==> config.mk <==
export PLATFORM = sky130hd
export DESIGN_NAME = sit_cross
export DESIGN_NICKNAME = d
export VERILOG_FILES = /design/src/hw/rtl/segment_intersection_test_unit_assert.svh /design/src/hw/rtl/sit_pkg.sv /design/src/hw/rtl/sit_cross.sv
export SDC_FILE = /design/constraint.sdc
export NUM_CORES = 2
export LEC_CHECK = 0
export BUFFER_PORTS_ARGS = -buffer_cell sky130_fd_sc_hd__buf_2
export CAP_MARGIN = 10
export CORE_MARGIN = 4
export CORE_UTILIZATION = 50
export CTS_CLUSTER_SIZE = 14
export DETAILED_ROUTE_END_ITERATION = 12
export PLACE_DENSITY = 0.74
export SLEW_MARGIN = 20
export SYNTH_ARGS = -nofsm -noshare
export SYNTH_HDL_FRONTEND = slang
export SYNTH_SLANG_ARGS = --single-unit
==> constraint.sdc <==
create_clock -name clk -period 10.15 [get_ports clk]
set_input_delay 2.03 -clock clk [delete_from_list [all_inputs] [get_ports clk]]
set_output_delay 2.03 -clock clk [all_outputs]
set_load 0.02 [all_outputs]
==> src/hw/rtl/segment_intersection_test_unit_assert.svh <==
// assertion macros used by segment_intersection_test_unit.sv
`ifndef SEGMENT_INTERSECTION_TEST_UNIT_ASSERT_SVH
`define SEGMENT_INTERSECTION_TEST_UNIT_ASSERT_SVH

// same-cycle implication, clocked on clk, off during reset
`define SIT_ASSERT_NOW(lbl, ante, cons, msg) \
	lbl: assert property (@(posedge clk) disable iff (!arst_n) (ante) |-> (cons)) \
		else $error(msg);

// next-cycle implication, clocked on clk, off during reset
`define SIT_ASSERT_NEXT(lbl, ante, cons, msg) \
	lbl: assert property (@(posedge clk) disable iff (!arst_n) (ante) |=> (cons)) \
		else $error(msg);

`endif

==> src/hw/rtl/sit_pkg.sv <==
`timescale 1ns / 1ps
`default_nettype none

package sit_pkg;

	localparam int COORD_BITS_DEF = 16;
	localparam int NUM_CROSS = 4;
	localparam int OUT_BYTES_BITS = 8;

	// bounding-box results for one segment pair
	typedef struct packed {
		logic hit;
		logic vs_in_first;
		logic ve_in_first;
		logic ue_in_second;
		logic us_in_second;
	} sit_box_t;

	// load enables of the stages inside the cross product units
	typedef struct packed {
		logic s2;
		logic s3;
	} sit_stage_en_t;

endpackage

`default_nettype wire

==> src/hw/rtl/sit_cross.sv <==
`timescale 1ns / 1ps
`default_nettype none

// sign of a*d - b*c, exact: products in stage 2, difference in stage 3
module sit_cross #(
	parameter int COORD_BITS = sit_pkg::COORD_BITS_DEF
) (
	input  wire logic                       clk,
	input  wire sit_pkg::sit_stage_en_t     en,
	input  wire logic signed [COORD_BITS:0] op_a,
	input  wire logic signed [COORD_BITS:0] op_b,
	input  wire logic signed [COORD_BITS:0] op_c,
	input  wire logic signed [COORD_BITS:0] op_d,
	output logic                            neg_s3,
	output logic                            zero_s3
);
	import sit_pkg::*;

	localparam int PW = 2 * COORD_BITS + 2;

	logic signed [PW-1:0] prod_ad_s2, prod_bc_s2;
	logic signed [PW:0]   diff;

	always_ff @(posedge clk) begin
		if (en.s2) begin
			prod_ad_s2 <= op_a * op_d;
			prod_bc_s2 <= op_b * op_c;
		end
	end

	assign diff = {prod_ad_s2[PW-1], prod_ad_s2} - {prod_bc_s2[PW-1], prod_bc_s2};

	always_ff @(posedge clk) begin
		if (en.s3) begin
			neg_s3  <= diff[PW];
			zero_s3 <= (diff == '0);
		end
	end

endmodule

`default_nettype wire

# [Word level (Yosys, flattened, before mapping)]
# Cells that the tools add are included.
[totals] regBits=70
[op_classes] n_reduce_logical=1 add_sub_neg=1 mul=2
[ops] operator="$mul 17x17->34" n=2
[ops] operator="$logic_not 35->1" n=1
[ops] operator="$sub 34x34->35" n=1

# [Logic depth before layout (Yosys ltp)]
[depth] ltp_word=2 ltp_mapped=26

# [Least setup slack after synthesis]
# Ideal clock, no wire load.
[synth_timing] path_type="in2reg" from="input op_d[8]" to="register prod_ad_s2[32] (data pin)" setup_time_ns=0.258 t_arrival_ns=7.879 n_path_buf=2 required_ns=9.892 path_stages=26 path_slack_ns=2.014 path_cell_list="clkbuf_1 -> clkbuf_1 -> nand2_1 -> fa_1 -> inv_1 -> fa_1 -> inv_1 -> fa_1 -> inv_1 -> fa_1 -> fa_1 -> inv_1 -> fa_1 -> inv_1 -> ha_1 -> nand4_1 -> a21oi_1 -> o2111a_1 -> nor2_1 -> a21oi_1 -> a311oi_1 -> or2_2 -> a311oi_1 -> a21o_1 -> a21oi_1 -> xnor2_1"
[synth_via] elab_chain_cells=1
[synth_rtl] item="start, declared" line="sit_cross.sv:13" text="input wire logic signed [COORD_BITS:0] op_d,"
[synth_rtl] item="$mul 17x17->34" line="sit_cross.sv:26" text="prod_ad_s2 <= op_a * op_d;"
[synth_rtl] item="end signal, assigned" line="sit_cross.sv:26"
[synth_rtl] item="end, declared" line="sit_cross.sv:21" text="logic signed [PW-1:0] prod_ad_s2, prod_bc_s2;"
# No other way between the ends.
# A chain may end at the register's enable or synchronous reset.

# [Worst setup path in the final report]
# Same ends and word-level chain as after synthesis.

==> flow_summary.ini <==
[routing]
first_iter_violations = 1093
wirelength_um = 56790
vias = 18210
drtPass1Iterations = 5
wl_per_cell_um = 16.59
ant_nets = 0
drcViolationCount = 0
viasPerCell = 5.323

[floorplan]
die_y_um = 234.9
initial_utilization_pct = 50.99
core.rowCount = 82
die_x_um = 234.9
core_area_um2 = 50480
ios = 73
dieArea_um2 = 55170

[timing]
fmax_mhz = 120.5
finalHoldViolCount = 0
min_period_ns = 8.298
max_slew_margin_pct = 40.56
rsz0062_at_grt = false
skew_ns = 0.003682
period_share_pct = 81.75
setup_violations = 0
finalMaxSlewViolations = 0
finalSetupTns_ns = 0
worst_pin_slew_ns = 0.8916

[critical_path]
cp.arrival_ns = 8.39
cp-end-kind = register
r2r_setup_slack_ns = 5.12
cp_top_family = adder cells
critPathSlowestCell = fa_1
r2r_start = prod_ad_s2[0]
slowest_delay_ns = 0.57
startpoint_type = input port
r2r_end = zero_s3
required_ns = 10.24
crit_buf_inv = 6
crit_path_frequent_cell = fa_1
criticalPathCategory = in2reg
reg2reg_depth = 14
path_max_fanout = 17

[worst_hold_path]
holdPathStages = 4
whs_endpoint = neg_s3
min_path_type = reg2reg
hp-start = prod_bc_s2[33]

[clocking]
cts_buffers = 9
cts_sinks = 70
clockBufferDepth = 2
cts_setup_buffers = 0
cts_tree = yes
root_buffer = clkbuf_16
clk_latency_ns = 0.34
cts_resized = 0
cts-hold-fix-buffers = 0
clk_pin_slew_ns = 0.05
htree_levels = 3

[global_route]
antenna_found_initial = 0
grt_max_degree = 69
grt_overflow_total = 0
grt_pass1_wl_um = 97970
grt_usage_pct = 21.42
grt_pass1_vias = 20050

[yosys]
syn-cell-area_um2 = 25740
synth_warnings = 0
synth_area_leaders = fa_1 (46%), ha_1 (9.9%), inv_1 (9.8%), edfxtp_1 (8.2%), and2_1 (7.2%)
postSynth.asyncResetShare_pct = 0
synth.top_cell.area_share_pct = 46.12
synth_fp_nets = 3613
synth_edf_count = 70
yosysSeqAreaShare_pct = 8.166
post-synth-top-area-cell = fa_1
synth_ff_type = edfxtp_1
synthCells = 2745
synth_cell_types = 64
ys_ff_latch = 70
synth.most_common_cell = inv_1
yosys-top-cells-count = inv_1 (675), fa_1 (593), nand2_1 (299)
avgSynthCellArea_um2 = 9.377

[placement]
portBuffers = 72
gp_congestion = 0.9269
dp_hpwl_um = 48060

[layout]
n_fill_cell = 4560
area_growth_pct = 4.633
drive_above_1_share_pct = 3.673
nNetsFinal = 3613
utilization_pct = 53.35
seqCellArea_um2 = 2102
antennaDiodeCount = 0
multiInputGateArea_um2 = 20780

[outcome]
status = finished clean

[run]
cap_violations = 0
-- cells by family after synthesis --
family / after synthesis / share of synthesized area, %
and+or+nand+nor: 770 / 15.05
xor gates and xnor gates: 84 / 2.858
AOI/OAI and AO/OA: 261 / 6.630
DFF: 70 / 8.166
muxes: 4 / 0.1604
adders and majority gates: 797 / 56.04
buffers and inverters: 759 / 11.10
-- final cells by class --
class,count,area share (%)
inverter,675,9.408
sequential,70,7.805
clock inverter,5,0.2741
tap,672,3.122
clock buffer,11,0.8641
multi-input combinational,1916,77.16
timing repair buffer,73,1.366
-- cells in the final DEF, fill, tap and decap left out, types with 8 or more instances in the layout --
cell / n
nand2b_1: 22
xnor2_1: 65
clkbuf_16: 9
o21bai_1: 8
nor2b_1: 10
ha_1: 204
o21ai_0: 49
inv_1: 675
nor3_1: 15
nand2_1: 299
edfxtp_1: 70
nand4_1: 8
xor2_1: 19
a31oi_1: 8
fa_1: 593
a211oi_1: 13
o211ai_1: 10
and2_1: 295
a21o_1: 32
nand3_1: 13
nor2_1: 77
buf_2: 72
a21oi_1: 80
-- per-layer routing --
| metal | up-vias | track usage (%) | wire (um) |
|---|---|---|---|
| met1 | 9369 | 28.68 | 22980 |
| met2 | 491 | 37.71 | 29590 |
| met4 | 0 | 5.084 | 1467 |
| met5 | - | 0 | 0 |
| li1 | 8245 | - | - |
| met3 | 109 | 2.404 | 2753 |
-- registers in the layout (all words and copies together), names as in the netlist --
register and flops:
neg_s3 1, zero_s3 1, prod_bc_s2 34, prod_ad_s2 34
-- tightest hold or removal path: stages (launching register included) --
cell and delay [ns]:
edfxtp_1 0.32, inv_1 0.05, ha_1 0.20, inv_1 0.05, o21ai_0 0.12
-- per-stage QoR --
stage | hold slack [ns] | cells | instance area (um2) | worst slack (ns)
after floorplan | 0.7356 | 2745 | 25740 | 2.014
after global placement | 0.9279 | 3406 | 26630 | 1.711
after detailed placement | 0.9230 | 3406 | 26630 | 1.525
after CTS | 0.9445 | 3422 | 26930 | 1.870
after global routing | 0.9918 | 3422 | 26930 | 1.443
final | 0.9356 | 3422 | 26930 | 1.852
-- how the worst max path moves through the flow --
| stage | startpoint | endpoint | slack [ns] | depth (start not counted) |
|---|---|---|---|---|
| floorplan | op_d[8] | prod_ad_s2[32] | 2.01 | 26 |
| global placement | op_b[12] | prod_bc_s2[31] | 1.71 | 23 |
| detailed placement | op_b[12] | prod_bc_s2[31] | 1.53 | 23 |
| CTS | op_b[12] | prod_bc_s2[31] | 1.87 | 23 |
| global route | op_a[16] | prod_ad_s2[33] | 1.44 | 25 |
| finish | op_d[8] | prod_ad_s2[32] | 1.85 | 25 |
Power is left out: the tool's default activity adds up to more than one toggle a clock period on the data nets, which glitch-free logic cannot reach.
