### config.mk
export PLATFORM = sky130hd
export DESIGN_NAME = sit_front
export DESIGN_NICKNAME = d
export VERILOG_FILES = /design/src/hw/rtl/segment_intersection_test_unit_assert.svh /design/src/hw/rtl/sit_pkg.sv /design/src/hw/rtl/sit_front.sv
export SDC_FILE = /design/constraint.sdc
export NUM_CORES = 1
export LEC_CHECK = 0
export ABC_CLOCK_PERIOD_IN_PS = 8100
export BUFFER_PORTS_ARGS = -buffer_cell sky130_fd_sc_hd__buf_2
export CAP_MARGIN = 20
export CORE_MARGIN = 2
export CORE_UTILIZATION = 60
export CTS_BUF_LIST = sky130_fd_sc_hd__clkbuf_4
export DETAILED_ROUTE_END_ITERATION = 8
export PLACE_DENSITY = 0.9
export SLEW_MARGIN = 20
export SYNTH_ARGS = -nofsm -noshare
export SYNTH_HDL_FRONTEND = slang
export SYNTH_SLANG_ARGS = --single-unit
### constraint.sdc
create_clock -name clk -period 8.1 [get_ports clk]
set_input_delay 1.62 -clock clk [delete_from_list [all_inputs] [get_ports clk]]
set_output_delay 1.62 -clock clk [all_outputs]
set_load 0.02 [all_outputs]
### src/hw/rtl/segment_intersection_test_unit_assert.svh
// assertion macros used by segment_intersection_test_unit.sv
`ifndef SEGMENT_INTERSECTION_TEST_UNIT_ASSERT_SVH
`define SEGMENT_INTERSECTION_TEST_UNIT_ASSERT_SVH

// same-cycle implication, clocked on clk, off during reset
`define SIT_ASSERT_NOW(lbl, ante, cons, msg) \
	lbl: assert property (@(posedge clk) disable iff (!arst_n) (ante) |-> (cons)) \
		else $error(msg);

// next-cycle implication, clocked on clk, off during reset
`define SIT_ASSERT_NEXT(lbl, ante, cons, msg) \
	lbl: assert property (@(posedge clk) disable iff (!arst_n) (ante) |=> (cons)) \
		else $error(msg);

`endif

### src/hw/rtl/sit_pkg.sv
`timescale 1ns / 1ps
`default_nettype none

package sit_pkg;

	localparam int COORD_BITS_DEF = 16;
	localparam int NUM_CROSS = 4;
	localparam int OUT_BYTES_BITS = 8;

	// bounding-box results for one segment pair
	typedef struct packed {
		logic hit;
		logic vs_in_first;
		logic ve_in_first;
		logic ue_in_second;
		logic us_in_second;
	} sit_box_t;

	// load enables of the stages inside the cross product units
	typedef struct packed {
		logic s2;
		logic s3;
	} sit_stage_en_t;

endpackage

`default_nettype wire

### src/hw/rtl/sit_front.sv
`timescale 1ns / 1ps
`default_nettype none

module sit_front #(
	parameter int COORD_BITS = sit_pkg::COORD_BITS_DEF
) (
	input  wire logic                          clk,
	input  wire logic                          en_s1,
	input  wire logic [8*COORD_BITS-1:0]       coords,
	output logic signed [COORD_BITS:0]         op_a_s1 [sit_pkg::NUM_CROSS],
	output logic signed [COORD_BITS:0]         op_b_s1 [sit_pkg::NUM_CROSS],
	output logic signed [COORD_BITS:0]         op_c_s1 [sit_pkg::NUM_CROSS],
	output logic signed [COORD_BITS:0]         op_d_s1 [sit_pkg::NUM_CROSS],
	output sit_pkg::sit_box_t                  box_s1
);
	import sit_pkg::*;

	localparam int C = COORD_BITS;

	logic signed [C-1:0] usx, usy, uex, uey, vsx, vsy, vex, vey;
	logic signed [C-1:0] f_minx, f_maxx, f_miny, f_maxy;
	logic signed [C-1:0] s_minx, s_maxx, s_miny, s_maxy;
	logic signed [C:0]   a_n [NUM_CROSS];
	logic signed [C:0]   b_n [NUM_CROSS];
	logic signed [C:0]   c_n [NUM_CROSS];
	logic signed [C:0]   d_n [NUM_CROSS];
	sit_box_t            box_n;

	function automatic logic signed [C:0] sub_ext(input logic signed [C-1:0] p,
			input logic signed [C-1:0] q);
		sub_ext = {p[C-1], p} - {q[C-1], q};
	endfunction

	always_comb begin
		usx = $signed(coords[0*C +: C]);
		usy = $signed(coords[1*C +: C]);
		uex = $signed(coords[2*C +: C]);
		uey = $signed(coords[3*C +: C]);
		vsx = $signed(coords[4*C +: C]);
		vsy = $signed(coords[5*C +: C]);
		vex = $signed(coords[6*C +: C]);
		vey = $signed(coords[7*C +: C]);

		f_minx = (usx < uex) ? usx : uex;
		f_maxx = (usx > uex) ? usx : uex;
		f_miny = (usy < uey) ? usy : uey;
		f_maxy = (usy > uey) ? usy : uey;
		s_minx = (vsx < vex) ? vsx : vex;
		s_maxx = (vsx > vex) ? vsx : vex;
		s_miny = (vsy < vey) ? vsy : vey;
		s_maxy = (vsy > vey) ? vsy : vey;

		// unit 0: (vs - us) x (ue - us)
		a_n[0] = sub_ext(vsx, usx); d_n[0] = sub_ext(uey, usy);
		b_n[0] = sub_ext(uex, usx); c_n[0] = sub_ext(vsy, usy);
		// unit 1: (ue - us) x (ve - us)
		a_n[1] = sub_ext(uex, usx); d_n[1] = sub_ext(vey, usy);
		b_n[1] = sub_ext(vex, usx); c_n[1] = sub_ext(uey, usy);
		// unit 2: (us - vs) x (ve - vs)
		a_n[2] = sub_ext(usx, vsx); d_n[2] = sub_ext(vey, vsy);
		b_n[2] = sub_ext(vex, vsx); c_n[2] = sub_ext(usy, vsy);
		// unit 3: (ve - vs) x (ue - vs)
		a_n[3] = sub_ext(vex, vsx); d_n[3] = sub_ext(uey, vsy);
		b_n[3] = sub_ext(uex, vsx); c_n[3] = sub_ext(vey, vsy);

		box_n.hit = (f_maxx >= s_minx) && (s_maxx >= f_minx) &&
			(f_maxy >= s_miny) && (s_maxy >= f_miny);
		box_n.vs_in_first = (vsx >= f_minx) && (vsx <= f_maxx) &&
			(vsy >= f_miny) && (vsy <= f_maxy);
		box_n.ve_in_first = (vex >= f_minx) && (vex <= f_maxx) &&
			(vey >= f_miny) && (vey <= f_maxy);
		box_n.ue_in_second = (uex >= s_minx) && (uex <= s_maxx) &&
			(uey >= s_miny) && (uey <= s_maxy);
		box_n.us_in_second = (usx >= s_minx) && (usx <= s_maxx) &&
			(usy >= s_miny) && (usy <= s_maxy);
	end

	always_ff @(posedge clk) begin
		if (en_s1) begin
			op_a_s1 <= a_n;
			op_b_s1 <= b_n;
			op_c_s1 <= c_n;
			op_d_s1 <= d_n;
			box_s1  <= box_n;
		end
	end

endmodule

`default_nettype wire

==> Word-level counts from Yosys, hierarchy flattened <==
Index checks and enable logic that the tools add are counted.
{ "totals": {"reg_bits": 209, "latch_bits": 0, "mem_bits_rw": 0, "rom_bits": 0, "input_bits": 130, "elab_cells": 80, "memories": 0} }
{ "classes": {"addsub": 12, "multipliers": 0, "n_div": 0, "magnitude_cmp": 28, "n_eq_ne": 0, "n_shift": 0, "mux": 8, "n_bitwise": 0, "n_reduce_logical": 15} }
{ "ops": {"columns": ["cell", "n"], "rows": [
  ["$sub 16x16->17", 12],
  ["$ge 16x16->1", 12],
  ["$le 16x16->1", 8],
  ["$mux 16", 8],
  ["$gt 16x16->1", 4],
  ["$lt 16x16->1", 4],
  ["$logic_and 1x1->1", 15]
]} }

==> Logic depth before layout (Yosys ltp) <==
{ "depth": {"depth_word": 6, "mapped_depth": 24, "mapped_depth_nobuf": 23} }

==> Worst setup path before layout <==
No wires, ideal clock.
{ "synth_timing": {"kind": "input-to-reg", "start": "input port coords[81]", "end": "register box_s1[4] (netlist name) (data pin)", "setup_ns": 0.263, "arrival_time_ns": 5.961, "t_required_ns": 7.837, "slack_ns": 1.877, "path_stages": 23, "path_buffers": 1, "cell_sequence": "inv_1 ha_1 nor2b_1 o21ai_0 a21boi_0 o21ai_0 a21boi_0 or2_2 o21ai_0 o2111ai_1 o21ai_1 buf_2 mux2_2 ha_1 a21o_1 a21o_1 a21oi_1 nor2b_1 o21ai_0 nand2_1 a2111oi_0 a221o_1 a211oi_1"} }
{ "synth_lines": {"columns": ["item", "line_no", "text"], "rows": [
  ["start: declaration", "sit_front.sv:9", "input wire logic [8*COORD_BITS-1:0] coords,"],
  ["end signal: assignment", "sit_front.sv:84", "box_s1 <= box_n;"],
  ["end: declaration", "sit_front.sv:14", "output sit_pkg::sit_box_t box_s1"]
]} }

==> results.yml <==
status:
  status: "completed"
detailed_routing:
  routedWlPerCell_um: 24.6
  dr.pass1.iters: 6
  wirelength_um: 87600
  vias_per_cell: 6.46
  drc: 0
  final_antenna_net_count: 0
  num_vias: 23055
  first_iter_violations: 2214
grt:
  grt_max_degree: 80
  grt_overflow_total: 0
  antenna_found_initial: 2
  grt_pass1_wl_um: 129000
  grt_usage: 0.408
  grt_pass1_vias: 22823
power:
  power.share.sequential: 0.306
  p_leak_uw: 0.0133
  switchingPower_uw: 2060
  power_density_nw_per_um2: 176
  ir_drop_v: 0.000156
  clkPwrFrac: 0.183
  combinationalPowerShare: 0.511
  p_total_uw: 4780
  intPower_uw: 2720
  switching_share: 0.431
worst_setup_path:
  crit_arrival_ns: 7.33
  critPathLaunchType: "input pin"
  crit_path_end_kind: "register"
  critPathKind: "input pin to register"
  cp.required_ns: 8.62
  crit_fanout: 15
sta:
  tightest_slew_ns: 1.03
  fmax_mhz: 147
  whs_ns: 1.31
  setup_viol: 0
  fin_crit_ns: 6.81
  hold_viol_final: 0
  fin_crit_sh: 0.840
  drv_slew: 0
  rsz0062_at_grt: "no"
  finalSetupTns_ns: 0
  maxSlewHeadroom: 0.311
floorplanning:
  die_w_um: 205
  pin_count: 407
  coreArea_um2: 39800
  std_cell_rows: 73
  dieArea_um2: 42100
  chipHeight_um: 205
  start_util: 0.610
yosys:
  synth.area.top_cells: "ha_1, edfxtp_1, a21oi_1"
  ys_types: 67
  synthMuxAreaShare: 0.0446
  synthAdderAreaFrac: 0.269
  synthFlopType: "edfxtp_1"
  synth_compound_area_frac: 0.186
  ys_warn_count: 0
  synth-edff-count: 207
  ys_seq_area_frac: 0.256
  synth_top_family_by_area: "adder cells"
  synth.ff_latch_count: 207
  synth-xor-area-share: 0.0540
  synthSimpleGateAreaFrac: 0.129
  ys_async_sr_fraction: 0
  synth_area_um2: 24300
  synth.avg_cell_area_um2: 9.21
  syn-num-nets: 3280
  postSynthCellCount: 2638
  synth_area_leader_cell: "ha_1"
  yosysTopAreaCellShare: 0.257
min_path:
  hold_depth: 3
  min_path_type: "input pin to register"
place:
  dp_hpwl_um: 70500
  port_buffers: 406
  dpl_cell_area_um2: 26500
  place.gp.congestion: 1.04
finish:
  fin_nets: 3651
  post-route-cell-area_um2: 27100
  layout_common_cells: "ha_1, buf_2, inv_1, a21oi_1, edfxtp_1"
  final_layout_size_suffix_gt1_frac: 0.186
  final_common_cell: "ha_1"
  area_delta_synth_final_pct: 11.5
clocking:
  clock-sinks: 207
  cts_buffers: 54
  ctsRootBufferMaster: "clkbuf_4"
  cts-resized-gates: 0
  clk_pin_slew_ns: 0.09
  postCtsHoldBufs: 0
  tritoncts: "yes"
  post_cts_buffers: 0
  cts_buffer_depth: 3
  cts_max_level: 2
job:
  maxCapViolCount: 0
## routing by layer
| layer | share of wire | routed length, um | GRT usage | vias up |
|---|---|---|---|---|
| li1 | - | - | - | 10457 |
| met1 | 0.36 | 31800 | 0.469 | 10812 |
| met2 | 0.47 | 41200 | 0.690 | 1382 |
| met3 | 0.089 | 7770 | 0.0684 | 402 |
| met4 | 0.078 | 6830 | 0.294 | 2 |
| met5 | 0.00015 | 13 | 0 | - |
## worst paths after layout
path / startpoint / end
min: coords[64] / op_a_s1[51]
max: coords[81] / box_s1[1]
## cell families (layout without fill, tap and decap cells)
kind of cell | Yosys count | after routing
flip-flops | 207 | 207
adder cells (fa/ha/maj) | 517 | 517
AND/OR/NAND/NOR | 632 | 632
AO/OA/AOI/OAI | 702 | 702
other | 0 | 1
multiplexers | 103 | 103
XOR/XNOR | 150 | 150
buffers and inverters | 327 | 730
## critical path, stage by stage
cell and delay (ns):
buf_2 0.24, inv_1 0.21, ha_1 0.35, nor2b_1 0.13, o21ai_0 0.20, a21boi_0 0.15
o21ai_0 0.21, a21boi_0 0.12, buf_4 0.16, or2_2 0.29, o21ai_0 0.40, o21ai_0 0.23
o211a_1 0.48, a221oi_1 0.55, ha_1 0.35, a21oi_1 0.15, nor2b_1 0.06, o21ai_0 0.15
nand2b_1 0.07, a21oi_1 0.17, nor2b_1 0.06, o21ai_0 0.24, o21ai_0 0.15, o221ai_1 0.47
a311oi_1 0.10
## cell usage after synthesis (44+ instances only)
cell type	count
mux2i_1	60
o21ai_0	140
a21o_1	117
nor2b_1	74
nand2_1	110
ha_1	500
nor2_1	204
nand4_1	71
edfxtp_1	207
buf_4	71
nand2b_1	44
inv_1	216
a21oi_1	212
xnor2_1	109
## cell type report
type / count / area [um2]
antenna: 1 / 2.50
clock buffer: 73 / 548
clock inverter: 15 / 62.6
fill: 3191 / 12700
inverter: 218 / 818
multi-input combinational: 2104 / 16600
sequential: 207 / 6220
tap: 525 / 657
timing repair buffer: 424 / 2180
## state kept, by name (all words and copies together) (netlist names)
register	count
op_b_s1	68
op_d_s1	68
op_a_s1	33
op_c_s1	33
box_s1	5
## metrics by stage
stage | util | setup slack, ns | instances
floorplan | - | 1.88 | 2638
global placement | 0.665 | 0.787 | 3478
detailed placement | 0.665 | 0.690 | 3478
global route | 0.680 | 0.963 | 3567
CTS | 0.680 | 1.58 | 3566
finish | 0.680 | 1.29 | 3567
## power groups by stage
stage               registers, uW  clock network, uW  logic, uW
floorplan                    1690                  0       1420
global placement             1480                  0       2330
detailed placement           1480                  0       2380
CTS                          1470                891       2390
global route                 1480                941       2640
finish                       1460                875       2440
Note: power is estimated with default switching activity, not from simulation.
